===== src/sv/htk_pkg.sv =====
`timescale 1ns / 1ps
// htk_pkg: shared types, codes and default sizes for the hamming top-k router
// no dependencies

package htk_pkg;

  // default sizes, handed to the top level as parameter defaults
  localparam int MAX_ENTRIES_DEF = 1024;
  localparam int TOP_K_DEF       = 6;
  localparam int SIG_BITS_DEF    = 32;

  // fixed field widths
  localparam int SLOT_W    = 10;
  localparam int SIG_FLD_W = 32;
  localparam int TAG_W     = 10;
  localparam int DIST_W    = 6;
  localparam int ENT_CNT_W = 11;

  // item kinds
  localparam logic KIND_WRITE = 1'b0;
  localparam logic KIND_QUERY = 1'b1;

  typedef struct packed {
    logic                 kind;
    logic [SLOT_W-1:0]    slot;
    logic [SIG_FLD_W-1:0] signature;
    logic [TAG_W-1:0]     tag;
  } in_item_t;

  typedef struct packed {
    logic              found;
    logic [TAG_W-1:0]  match_tag;
    logic [DIST_W-1:0] distance;
    logic              last;
  } out_item_t;

  // control from the sequencer to the ranked list
  typedef struct packed {
    logic clr;
    logic ins;
  } topk_ctl_t;

  typedef enum logic [1:0] {
    ST_IDLE,
    ST_SCAN,
    ST_DRAIN,
    ST_EMIT
  } htk_state_t;

endpackage


===== src/sv/htk_dist.sv =====
`timescale 1ns / 1ps
// htk_dist: registered hamming distance between query and one stored signature
// depends on htk_pkg

module htk_dist import htk_pkg::*; #(
  parameter int SIG_W = 32
) (
  input  logic              clk,
  input  logic              rst_n,
  input  logic              vld_in,
  input  logic [SIG_W-1:0]  sig_a,
  input  logic [SIG_W-1:0]  sig_b,
  input  logic [TAG_W-1:0]  tag_in,
  output logic              vld_out,
  output logic [DIST_W-1:0] dist_out,
  output logic [TAG_W-1:0]  tag_out
);

  logic [31:0]       diff;
  logic [2:0]        nib_cnt [8];
  logic [DIST_W-1:0] sum;
  logic              vld_r;
  logic [DIST_W-1:0] dist_r;
  logic [TAG_W-1:0]  tag_r;

  // per-nibble counts, then a short sum of eight small values
  always_comb begin
    diff = 32'((sig_a ^ sig_b));
    sum  = '0;
    for (int n = 0; n < 8; n++) begin
      nib_cnt[n] = 3'(diff[4*n]) + 3'(diff[4*n+1]) + 3'(diff[4*n+2]) + 3'(diff[4*n+3]);
    end
    for (int n = 0; n < 8; n++) begin
      sum = sum + DIST_W'(nib_cnt[n]);
    end
  end

  always_ff @(posedge clk) begin
    if (!rst_n) begin
      vld_r <= 1'b0;
    end else begin
      vld_r <= vld_in;
    end
  end

  always_ff @(posedge clk) begin
    dist_r <= sum;
    tag_r  <= tag_in;
  end

  assign vld_out  = vld_r;
  assign dist_out = dist_r;
  assign tag_out  = tag_r;

endmodule


===== config.mk =====
export PLATFORM = sky130hd
export DESIGN_NAME = htk_dist
export DESIGN_NICKNAME = d
export VERILOG_FILES = /design/src/sv/htk_pkg.sv /design/src/sv/htk_dist.sv
export SDC_FILE = /design/constraint.sdc
export NUM_CORES = 1
export LEC_CHECK = 0
export BUFFER_PORTS_ARGS = -buffer_cell sky130_fd_sc_hd__buf_2
export CORE_MARGIN = 2
export CORE_UTILIZATION = 40
export DETAILED_ROUTE_END_ITERATION = 7
export PLACE_DENSITY_LB_ADDON = 0.08
export SLEW_MARGIN = 20
export SYNTH_ARGS = -nofsm -noshare
export SYNTH_HDL_FRONTEND = slang
export SYNTH_SLANG_ARGS = --single-unit

===== constraint.sdc =====
create_clock -name clk -period 6.55 [get_ports clk]
set_input_delay 0.655 -clock clk [delete_from_list [all_inputs] [get_ports clk]]
set_output_delay 0.655 -clock clk [all_outputs]
set_load 0.02 [all_outputs]

==> impl_metrics.py <==
metrics = {
    "run": {
        "max_capacitance_violation_count": 0,
    },
    "worst_setup_path": {
        "slowest_delay_ps": 530,
        "worstPathMaxFanout": 2,
        "worst-path-buf-inv": 4,
        "timing.critical_path.mode_cell": "sky130_fd_sc_hd__fa_1",
        "cpLargestDelayFamily": "adder cells",
        "timing.critical_path.arrival_ps": 5220,
        "cp.required_ps": 6750,
        "slowest_stage": "sky130_fd_sc_hd__fa_1",
        "criticalPathCategory": "in2reg",
        "crit_path_end_kind": "flip-flop",
        "timing.critical_path.from_type": "primary input",
        "timing.critical_path.cells": "buf_2, xor2_1, fa_1, inv_1, fa_1, fa_1, fa_1, fa_1, fa_1, inv_1, ha_1, inv_1, fa_1, nand2b_1, a21oi_2, xor2_1",
    },
    "pwr": {
        "peakVddDrop_mv": 0.572,
        "net-switching-power_uw": 641,
        "p_per_area_nw_per_um2": 714,
        "leakagePower_nw": 1.01,
        "netSwitchingFraction_pct": 47.0,
        "cell_internal_pwr_uw": 724,
        "share_seq_of_total_power_pct": 11.6,
        "combinationalPowerShare_pct": 84.7,
        "clock_power_share_pct": 3.7,
    },
    "cells_and_area": {
        "seqCellArea_sq_um": 340,
        "fillers": 311,
        "total_inserted_antenna_cells": 0,
        "area_occupied_by_multi_input_gates_sq_um": 932,
        "nets": 323,
        "area.growth.synth_to_final_pct": 40.3,
        "final_layout_size_suffix_gt1_share_pct": 45.8,
    },
    "synthesis": {
        "ffs_latches_synth": 17,
        "synth_area_leaders": "sky130_fd_sc_hd__fa_1, sky130_fd_sc_hd__dfxtp_1, sky130_fd_sc_hd__xnor2_1",
        "synth_top_cells_by_count": "sky130_fd_sc_hd__fa_1, sky130_fd_sc_hd__inv_1, sky130_fd_sc_hd__xnor2_1",
        "synth_enable_flop_cells": 0,
        "synth.cell_area_sq_um": 1360,
        "synth_seq_area_share_pct": 25.0,
        "synthDominantAreaCellType": "sky130_fd_sc_hd__fa_1",
        "synth_async_sr_flop_share_pct": 0,
        "synth.avg_cell_area_sq_um": 11.6,
        "yosys_most_used_dff": "sky130_fd_sc_hd__dfxtp_1",
        "post_synth_num_cell_types": 13,
        "mappedNetlistNets": 225,
        "synthesis.instances": 117,
        "synthesis.yosys.warnings": 0,
        "netlist.area_leader.share_pct": 35.3,
    },
    "cts": {
        "tritoncts_num_sinks": 17,
        "clkSlewWorstSetupHoldPaths_ps": 90,
        "ctsResizeCount": 0,
        "cts.htree.levels": 1,
        "tritoncts": "done",
        "postCtsSetupRepairBufs": 0,
        "deepest_clock_path_buffer_count": 2,
        "cts-hold-fix-buffers": 0,
        "tritoncts.num_buffers": 3,
        "cts-root-buf": "sky130_fd_sc_hd__clkbuf_4",
    },
    "outcome": {
        "status": "completed",
    },
    "grt": {
        "largest_net_degree_at_the_start_of_global_routing": 10,
        "globalRouteOverflowTotal": 0,
        "global_route.usage.total_pct": 12.3,
        "grt_pass1_wl_mm": 3.96,
        "grt_pass1_vias": 1056,
        "grt_antenna_before_repair": 0,
    },
    "placed_design": {
        "port_buffers": 93,
        "placement.setup.worst_slack_ps": 1220,
        "detailed_place_hpwl_mm": 2.26,
        "gp_congestion": 0.679,
    },
    "sta": {
        "fmaxAchievable_mhz": 199,
        "period_minus_slack_ps": 5010,
        "setup_slack_ps": 1540,
        "timing_worst_slew_pin_value_ps": 247,
        "grt_setup_unrepaired": "false",
        "max_slew_margin_pct": 83.4,
        "number_of_setup_violations_in_the_final_report": 0,
        "timing.setup.tns_ps": 0,
        "final_hold_violations": 0,
        "timing.final.crit_share_pct": 76.5,
        "final-max-slew-violation-count": 0,
    },
    "detailed_routing": {
        "wl_per_cell_microns": 8.99,
        "post_drt_via_cell_ratio": 4.12,
        "detailedRoute.firstIterationViolations": 8,
        "wirelength_mm": 2.34,
        "drcViolationCount": 0,
        "drt_pass1_iterations": 2,
        "ant_nets": 0,
        "total_vias_in_the_final_route": 1072,
    },
    "floorplanning": {
        "core_area_sq_um": 3310,
        "floorplan.initialDensity_pct": 41.2,
        "num_io_pins": 94,
        "die_h_microns": 62.4,
        "x_dimension_of_the_die_microns": 62.4,
        "floorplan.rows": 21,
        "dieArea_sq_um": 3890,
    },
    "min_path": {
        "min_path_type": "in2reg",
    },
}
[area by class of cell]
cell class | count | share of cell area, %
clock buffers | 4 | 1.37
flip-flops and latches | 17 | 17.8
repair buffers | 93 | 24.3
well taps | 46 | 3.01
multi-input cells | 76 | 48.8
inverters | 24 | 4.71
[layer usage]
layer / track usage (%) / part of all wire (%) / vias up
met2: 24.7 / 60 / 45
met5: 0 / 0 / -
met3: 1.27 / 6.2 / 0
li1: - / - / 533
met4: 2.50 / 0 / 0
met1: 13.9 / 34 / 494
[power by group through the flow]
stage	sequential, mW	combinational, mW	clock (mW)
after detailed placement	0.161	1.19	0
after global routing	0.160	1.35	0.0571
after CTS	0.158	1.19	0.0533
after floorplan	0.192	0.917	0
after global placement	0.160	1.12	0
final	0.158	1.16	0.0503
[metrics by stage]
stage | hold WS [ps] | instance area (sq um) | power [mW] | instances | utilization [%]
6_report | 477 | 1910 | 1.36 | 260 | 57.7
4_1_cts | 466 | 1910 | 1.40 | 260 | 57.7
3_3_place_gp | 757 | 1890 | 1.28 | 256 | 57.0
2_1_floorplan | 683 | 1360 | 1.11 | 117 | -
3_5_place_dp | 759 | 1890 | 1.35 | 256 | 57.0
5_1_grt | 461 | 1910 | 1.57 | 260 | 57.7
[sequential cells by signal, indices dropped and copies added (netlist names)]
| name | flops |
|---|---|
| tag_out | 10 |
| dist_out | 6 |
| vld_out | 1 |
[cell families (layout without fill, tap and decap cells)]
| group | count (synthesis) | in the layout | synth area share [%] |
|---|---|---|---|
| fa+ha+maj | 31 | 31 | 41.7 |
| simple gates | 6 | 6 | 2.02 |
| flops | 17 | 17 | 25.0 |
| buf+inv | 24 | 121 | 6.61 |
| xor+xnor | 35 | 35 | 22.5 |
| compound gates | 4 | 4 | 2.20 |
[cell usage in the layout, fill, tap and decap left out, types with 2 or more instances in the layout]
cell,netlist,layout
sky130_fd_sc_hd__a21oi_2,2,2
sky130_fd_sc_hd__buf_2,0,93
sky130_fd_sc_hd__clkbuf_4,0,3
sky130_fd_sc_hd__dfxtp_1,17,17
sky130_fd_sc_hd__fa_1,24,24
sky130_fd_sc_hd__ha_1,7,7
sky130_fd_sc_hd__inv_1,24,24
sky130_fd_sc_hd__nand2_1,2,2
sky130_fd_sc_hd__nor2_1,2,2
sky130_fd_sc_hd__xnor2_1,23,23
sky130_fd_sc_hd__xor2_1,12,12
[worst paths after layout]
check / cells after the start / startpoint / slack [ps] / endpoint
setup / recovery: 16 / sig_b[0] / 1540 / dist_out[4]
hold / removal: 1 / tag_in[9] / 480 / tag_out[9]
(Power assumes the default switching activity.)
