### config.mk
export PLATFORM = sky130hd
export DESIGN_NAME = htk_topk
export DESIGN_NICKNAME = d
export VERILOG_FILES = /design/src/sv/htk_pkg.sv /design/src/sv/htk_topk.sv
export SDC_FILE = /design/constraint.sdc
export NUM_CORES = 1
export LEC_CHECK = 0
export BUFFER_PORTS_ARGS = -buffer_cell sky130_fd_sc_hd__buf_2
export CAP_MARGIN = 10
export CELL_PAD_IN_SITES_DETAIL_PLACEMENT = 0
export CELL_PAD_IN_SITES_GLOBAL_PLACEMENT = 1
export CORE_ASPECT_RATIO = 1.75
export CORE_UTILIZATION = 30
export CTS_CLUSTER_SIZE = 30
export DETAILED_ROUTE_END_ITERATION = 10
export MAX_ROUTING_LAYER = met4
export PLACE_DENSITY = 0.57
export SETUP_SLACK_MARGIN = 0.3
export SYNTH_ARGS = -nofsm -noshare
export SYNTH_HDL_FRONTEND = slang
export SYNTH_SLANG_ARGS = --single-unit
### constraint.sdc
create_clock -name clk -period 2.8 [get_ports clk]
set_clock_uncertainty 0.15 [all_clocks]
set_input_delay 0.42 -clock clk [delete_from_list [all_inputs] [get_ports clk]]
set_output_delay 0.42 -clock clk [all_outputs]
set_load 0.02 [all_outputs]
### src/sv/htk_pkg.sv
`timescale 1ns / 1ps
// htk_pkg: shared types, codes and default sizes for the hamming top-k router
// no dependencies

package htk_pkg;

  // default sizes, handed to the top level as parameter defaults
  localparam int MAX_ENTRIES_DEF = 1024;
  localparam int TOP_K_DEF       = 6;
  localparam int SIG_BITS_DEF    = 32;

  // fixed field widths
  localparam int SLOT_W    = 10;
  localparam int SIG_FLD_W = 32;
  localparam int TAG_W     = 10;
  localparam int DIST_W    = 6;
  localparam int ENT_CNT_W = 11;

  // item kinds
  localparam logic KIND_WRITE = 1'b0;
  localparam logic KIND_QUERY = 1'b1;

  typedef struct packed {
    logic                 kind;
    logic [SLOT_W-1:0]    slot;
    logic [SIG_FLD_W-1:0] signature;
    logic [TAG_W-1:0]     tag;
  } in_item_t;

  typedef struct packed {
    logic              found;
    logic [TAG_W-1:0]  match_tag;
    logic [DIST_W-1:0] distance;
    logic              last;
  } out_item_t;

  // control from the sequencer to the ranked list
  typedef struct packed {
    logic clr;
    logic ins;
  } topk_ctl_t;

  typedef enum logic [1:0] {
    ST_IDLE,
    ST_SCAN,
    ST_DRAIN,
    ST_EMIT
  } htk_state_t;

endpackage

### src/sv/htk_topk.sv
`timescale 1ns / 1ps
// htk_topk: sorted list of the k nearest candidates with parallel insertion
// depends on htk_pkg

module htk_topk import htk_pkg::*; #(
  parameter int TOP_K = 6,
  parameter int KW    = 3
) (
  input  logic              clk,
  input  logic              rst_n,
  input  topk_ctl_t         ctl,
  input  logic [DIST_W-1:0] ins_dist,
  input  logic [TAG_W-1:0]  ins_tag,
  input  logic [KW-1:0]     rd_rank,
  output logic              rd_found,
  output logic [DIST_W-1:0] rd_dist,
  output logic [TAG_W-1:0]  rd_tag
);

  logic [TOP_K-1:0]  vld_r;
  logic [TOP_K-1:0]  vld_nxt;
  logic [DIST_W-1:0] dist_r   [TOP_K];
  logic [DIST_W-1:0] dist_nxt [TOP_K];
  logic [TAG_W-1:0]  tag_r    [TOP_K];
  logic [TAG_W-1:0]  tag_nxt  [TOP_K];
  logic [TOP_K-1:0]  farther;

  // a place is farther if empty or strictly larger; list stays sorted so
  // farther is a run of zeros followed by ones
  always_comb begin
    for (int p = 0; p < TOP_K; p++) begin
      farther[p] = !vld_r[p] || (dist_r[p] > ins_dist);
    end
    for (int p = 0; p < TOP_K; p++) begin
      vld_nxt[p]  = vld_r[p];
      dist_nxt[p] = dist_r[p];
      tag_nxt[p]  = tag_r[p];
      if (ctl.ins && farther[p]) begin
        if (p == 0 || !farther[(p > 0) ? p - 1 : 0]) begin
          vld_nxt[p]  = 1'b1;
          dist_nxt[p] = ins_dist;
          tag_nxt[p]  = ins_tag;
        end else begin
          vld_nxt[p]  = vld_r[(p > 0) ? p - 1 : 0];
          dist_nxt[p] = dist_r[(p > 0) ? p - 1 : 0];
          tag_nxt[p]  = tag_r[(p > 0) ? p - 1 : 0];
        end
      end
    end
  end

  always_ff @(posedge clk) begin
    if (!rst_n || ctl.clr) begin
      vld_r <= '0;
    end else begin
      vld_r <= vld_nxt;
    end
  end

  always_ff @(posedge clk) begin
    for (int p = 0; p < TOP_K; p++) begin
      dist_r[p] <= dist_nxt[p];
      tag_r[p]  <= tag_nxt[p];
    end
  end

  // empty rank reads as zero
  assign rd_found = vld_r[rd_rank];
  assign rd_dist  = vld_r[rd_rank] ? dist_r[rd_rank] : '0;
  assign rd_tag   = vld_r[rd_rank] ? tag_r[rd_rank] : '0;

  // filled places always form a prefix of the list
  a_prefix: assert property (@(posedge clk) disable iff (!rst_n)
    ((vld_r & (vld_r + 1'b1)) == '0))
    else $error("htk_topk: valid places not contiguous");

  a_clear: assert property (@(posedge clk) disable iff (!rst_n)
    ctl.clr |=> (vld_r == '0))
    else $error("htk_topk: list not empty after clear");

  a_no_clr_ins: assert property (@(posedge clk) disable iff (!rst_n)
    !(ctl.clr && ctl.ins))
    else $error("htk_topk: clear and insert together");

endmodule

==> reports/metrics.yaml, run 1 <==
setup_slack_ps: 402
clock.fmax_mhz: 417
htreeDepth: 3
startpoint_type: "register"
cts_sinks: 102
dieHeight_um: 208
antenna_found_initial: 0
via_per_inst: 5.88
drt_wl_total_um: 21100
worstPathMaxFanout: 17
hpwl_um: 16300
sw_frac_of_total_pct: 29.4
io_pins: 40
ir_drop_uv: 290
slew_headroom_pct: 52.1
die_area_um2: 24800
vias: 5878
p_int_mw: 2.92
post-route-period-util_pct: 85.7
instances_no_fill: 1000
design.core.area_um2: 23500
crit_required_ps: 2230
pre_cts_slack_ps: -208
grt-ovfl-total: 0
placed_cell_area_um2: 7910
postLayoutCellArea_um2: 8270
synthToLayoutAreaGrowth_pct: 14.2
place_congestion: 0.816
grt_pass1_wl_um: 33200
port_buffers: 39
power.density_nw_per_um2: 501
cts_buffers: 9
syn-mean-instance-area_um2: 10.8
synthArstFlopShare_pct: 0
worst_pin_slew_ps: 719
initial_utilization_pct: 30.8
cp-end-kind: "output pin"
wl_per_cell_um: 21.1
clk_latency_ps: 360
ys_seq_area_share_pct: 41.5
rows: 74
ctsHoldBuffers: 0
antenna_left: 0
drt_drc_violations_left: 0
finalHoldWorstSlack_ps: 219
clkPwrFrac_pct: 31.1
cts_tree: "yes"
fin_util_pct: 35.2
run_status: "finished, final reports clean"
grt_pass1_vias: 5695
path_clk_slew_ps: 70
rsz0062_at_grt: "false"
die-width_um: 119
final_layout_size_suffix_gt1_share_pct: 24.3
leakage_nw: 2.85
cts_root_buf: "clkbuf_16"
drtIter0Drc: 422
maxCapViolCount: 0
holdPathStages: 1
synthCells: 669
yosys_warnings: 0
ys_types: 49
worstSetupPathType: "register to output pin"
tns_ps: 0
hold_viol: 0
fin_nets: 751
seqPwrFrac_pct: 47.7
p_switching_mw: 1.22
gr-usage-all-layers_pct: 17.8
cts.path.max_buffers: 2
syn_nets: 728
slew_violations: 0
pwr-share-comb_pct: 21.1
setup_viol: 0
netlist_area_um2: 7240
ys_seq_elements: 102
r2r_cells: 6
antenna_cells: 0
total_power_mw: 4.14
synth_ff_type: "edfxtp_1"
r2r_slack_ps: 410
drt_pass1_iterations: 5
crit_arrival_ps: 1830
grt_max_degree: 37
period_needed_ps: 2400
hp-class: "input port to register"
dp.cells: 984
synth_edf_count: 96
## power groups by stage
stage	registers (mW)	clock network [mW]	logic (mW)
after floorplan	1.95	0	0.593
after global placement	2.01	0	0.839
after detailed placement	2.01	0	0.862
after CTS	1.98	1.32	0.867
after global routing	1.99	1.37	0.965
final	1.98	1.29	0.876
## timing repair
action                                  4_1_cts  5_1_grt
endpoints found under the setup margin       46       84
buffers inserted                              0        1
hold endpoints to repair                      0        0
pin swaps                                     0        1
gates resized for setup                       3       14
## Yosys cell counts (2+ instances only)
library cell | number | share of area (%)
o31ai_1 | 2 | 0.21
dfxtp_1 | 6 | 1.7
a41oi_1 | 16 | 1.9
mux2i_1 | 17 | 2.4
o21ai_0 | 4 | 0.28
clkbuf_1 | 54 | 2.8
a31o_2 | 2 | 0.24
nor2_1 | 29 | 1.5
a211oi_1 | 19 | 2.0
ha_1 | 36 | 6.2
buf_1 | 2 | 0.10
and2_1 | 3 | 0.26
mux2_4 | 10 | 2.1
nor3_1 | 17 | 1.2
a21oi_1 | 14 | 0.97
or2_2 | 3 | 0.26
mux4_2 | 17 | 5.3
a21o_1 | 4 | 0.41
or4_1 | 48 | 5.0
o311ai_0 | 49 | 5.9
nand3_1 | 51 | 3.5
a2bb2oi_1 | 32 | 3.9
nand4_1 | 5 | 0.43
buf_2 | 9 | 0.62
nand2_1 | 56 | 2.9
inv_1 | 19 | 0.98
o31a_1 | 3 | 0.36
mux2_2 | 22 | 3.4
edfxtp_1 | 96 | 40
nand2b_1 | 5 | 0.43
## critical path, cell delays in order (launching register included)
cell,delay [ps]
dfxtp_2,360
mux4_2,490
mux2i_4,190
buf_12,170
a211oi_1,70
buf_2,190
## cells by family (layout without fill, tap and decap cells)
kind of cell    Yosys count  count (layout)  synth area share (%)
buf+inv                  86             113                  4.89
mux                      67              67                  13.4
simple gates            223             223                  16.2
fa+ha+maj                36              36                  6.22
flops                   102             102                  41.5
compound gates          155             155                  17.8
## state kept, by name (all words and copies together), names as in the netlist
name	cells
dist_r	36
tag_r	60
vld_r	6
## path summary, 6_finish.rpt
kind	endpoint	from
worst max-delay path	rd_dist[5]	vld_r[0]
worst min-delay path	tag_r[0][9]	ins_tag[9]
worst max register to register	tag_r[4][2]	dist_r[3][1]
worst min register to register	vld_r[0]	vld_r[0]
## placed cells by master, fill, tap and decap left out, types with 4 or more instances in the layout
cell type | netlist | routed
nand2b_1 | 5 | 5
a41oi_1 | 16 | 16
mux4_2 | 17 | 17
mux2i_1 | 17 | 17
nor2_1 | 29 | 29
mux2_2 | 22 | 22
buf_2 | 9 | 39
edfxtp_1 | 96 | 96
nand4_1 | 5 | 5
or4_1 | 48 | 48
nor3_1 | 17 | 17
ha_1 | 36 | 34
buf_4 | 1 | 34
nand3_1 | 51 | 51
inv_1 | 19 | 18
a2bb2oi_1 | 32 | 32
a21o_1 | 4 | 4
mux2_4 | 10 | 10
nand2_1 | 56 | 55
clkbuf_16 | 0 | 9
o311ai_0 | 49 | 45
o311ai_1 | 0 | 4
buf_12 | 1 | 5
a211oi_1 | 19 | 19
a21oi_1 | 14 | 10
## per-layer routing
metal  vias up  GRT usage [%]  wire length (µm)
met5         -              -                 0
met4         0           5.47               266
met3        16           1.70               667
met2       150           31.3             11400
met1      2945           21.1              8790
li1       2767              -                 -
## cell type report
cell class | count | area, µm²
fillers | 2378 | 15200
multi-input cells | 481 | 3960
flip-flops and latches | 102 | 3010
repair buffers | 79 | 562
well taps | 304 | 380
clock buffers | 10 | 229
inverters | 19 | 75.1
clock inverters | 5 | 60.1
(Power assumes the default switching activity.)
==> run 2: changes to the inputs <==
RECOVER_POWER = 100   (was not set)
==> run 2 against run 1 <==
  * Fmax is 4.0% lower
  * Final area decreased by 1.4%
  * Die area unchanged
  * Total power fell by 0.48%
  * Setup slack got worse by 99 ps
  * Final cell count unchanged
  * Largest cell class unchanged
==> reports/metrics.yaml, run 2 (synthesis results as in run 1) <==
grt_max_degree: 37
top_regs: "tag_r x60, dist_r x36, vld_r x6"
cts_buffers: 9
largest_register_ffs: 60
drt_drc_violations_left: 0
io_pins: 40
path_clk_slew_ps: 70
power.density_nw_per_um2: 505
grt-ovfl-total: 0
drt_pass1_iterations: 5
cp-end-kind: "register"
leakage_nw: 2.69
final_common_cell: "edfxtp_1"
design.core.area_um2: 23500
final_cell_mix: "edfxtp_1, nand2_1, nand3_1, or4_1, o311ai_0"
hpwl_um: 16300
largest-register: "tag_r"
worst_pin_slew_ps: 728
slew_headroom_pct: 51.4
placed_cell_area_um2: 7910
grt_pass1_wl_um: 33200
dieHeight_um: 208
layout.area.seq_um2: 3010
cts_root_buf: "clkbuf_16"
synthToLayoutAreaGrowth_pct: 12.6
post-route-period-util_pct: 89.2
r2r_slack_ps: 300
period_needed_ps: 2500
port_buffers: 39
gr-usage-all-layers_pct: 17.8
clock.fmax_mhz: 400
crit_arrival_ps: 2460
slew_violations: 0
postLayoutCellArea_um2: 8160
cts.path.max_buffers: 2
wl_per_cell_um: 21.2
grt_pass1_vias: 5695
setup_viol: 0
maxCapViolCount: 0
worstSetupPathType: "register to register"
crit_required_ps: 2770
worstPathMaxFanout: 16
via_per_inst: 5.85
holdPathStages: 3
final_layout_size_suffix_gt1_share_pct: 17.7
cts_sinks: 102
clk_latency_ps: 360
fin_nets: 751
initial_utilization_pct: 30.8
rsz0062_at_grt: "false"
htreeDepth: 3
cts_tree: "yes"
r2r_cells: 6
startpoint_type: "register"
rows: 74
setup_slack_ps: 302
antenna_cells: 0
hp-class: "input port to register"
drtIter0Drc: 468
fin_util_pct: 34.7
hold_viol: 0
multi_input_area_um2: 3910
die_area_um2: 24800
nFillCells: 2419
drt_wl_total_um: 21200
ir_drop_uv: 289
antenna_left: 0
place_congestion: 0.816
antenna_found_initial: 0
die-width_um: 119
vias: 5850
pre_cts_slack_ps: -208
run_status: "finished, final reports clean"
## run 2: changes by cell type in the layout (fill, tap and decap cells not counted), sizes merged
| cell | change |
|---|---|
| buf | -35 |
| clkbuf | +35 |
## run 2: timing repair
action	in CTS	in global routing
hold buffers	0	0
pin swaps	0	1
gates resized for setup	3	14
setup endpoints to repair	46	84
buffers inserted	0	1
## run 2: report_power, final
part / internal, mW / switching [mW] / total (mW)
clock network: 0.694 / 0.603 / 1.30
registers: 1.86 / 0.112 / 1.98
logic: 0.344 / 0.506 / 0.850
total: 2.90 / 1.22 / 4.12
## run 2: worst max-delay path, cell delays in order (launching register included)
cell      delay, ps
edfxtp_1        470
ha_1            340
a211oi_1        240
nor2_1          130
o31ai_1         610
a21oi_4         110
buf_12          190
## run 2: worst paths after layout
kind / from / to
setup / recovery: dist_r[1][3] / tag_r[1][1]
hold / removal: ctl[0] / vld_r[0]
setup reg to reg: dist_r[1][3] / tag_r[1][1]
hold reg to reg: vld_r[3] / vld_r[3]
## run 2: final cells by class
type | count | share of cell area (%)
clock buffer | 10 | 2.81
clock inverter | 5 | 0.736
inverter | 19 | 0.920
multi-input combinational | 481 | 47.9
sequential | 102 | 36.8
tap | 304 | 4.66
timing repair buffer | 79 | 6.12
## run 2: metrics by stage
stage                     power [mW]  hold slack, ps  setup TNS, ps  std cells
after floorplan                 2.54             359              0        669
after CTS                       4.16             212              0        999
after global routing            4.31             309              0       1000
after detailed placement        2.87             413          -2690        984
final                           4.12             278              0       1000
after global placement          2.84             407          -2220        984
## run 2: per-layer routing
layer / up-vias / routed length (µm) / track usage (%) / share of wire [%]
met3: 18 / 552 / 1.70 / 2.6
met1: 2934 / 8980 / 21.1 / 42
met2: 121 / 11300 / 31.3 / 54
li1: 2777 / - / - / -
met5: - / 0 / - / 0
met4: 0 / 293 / 5.47 / 1.4
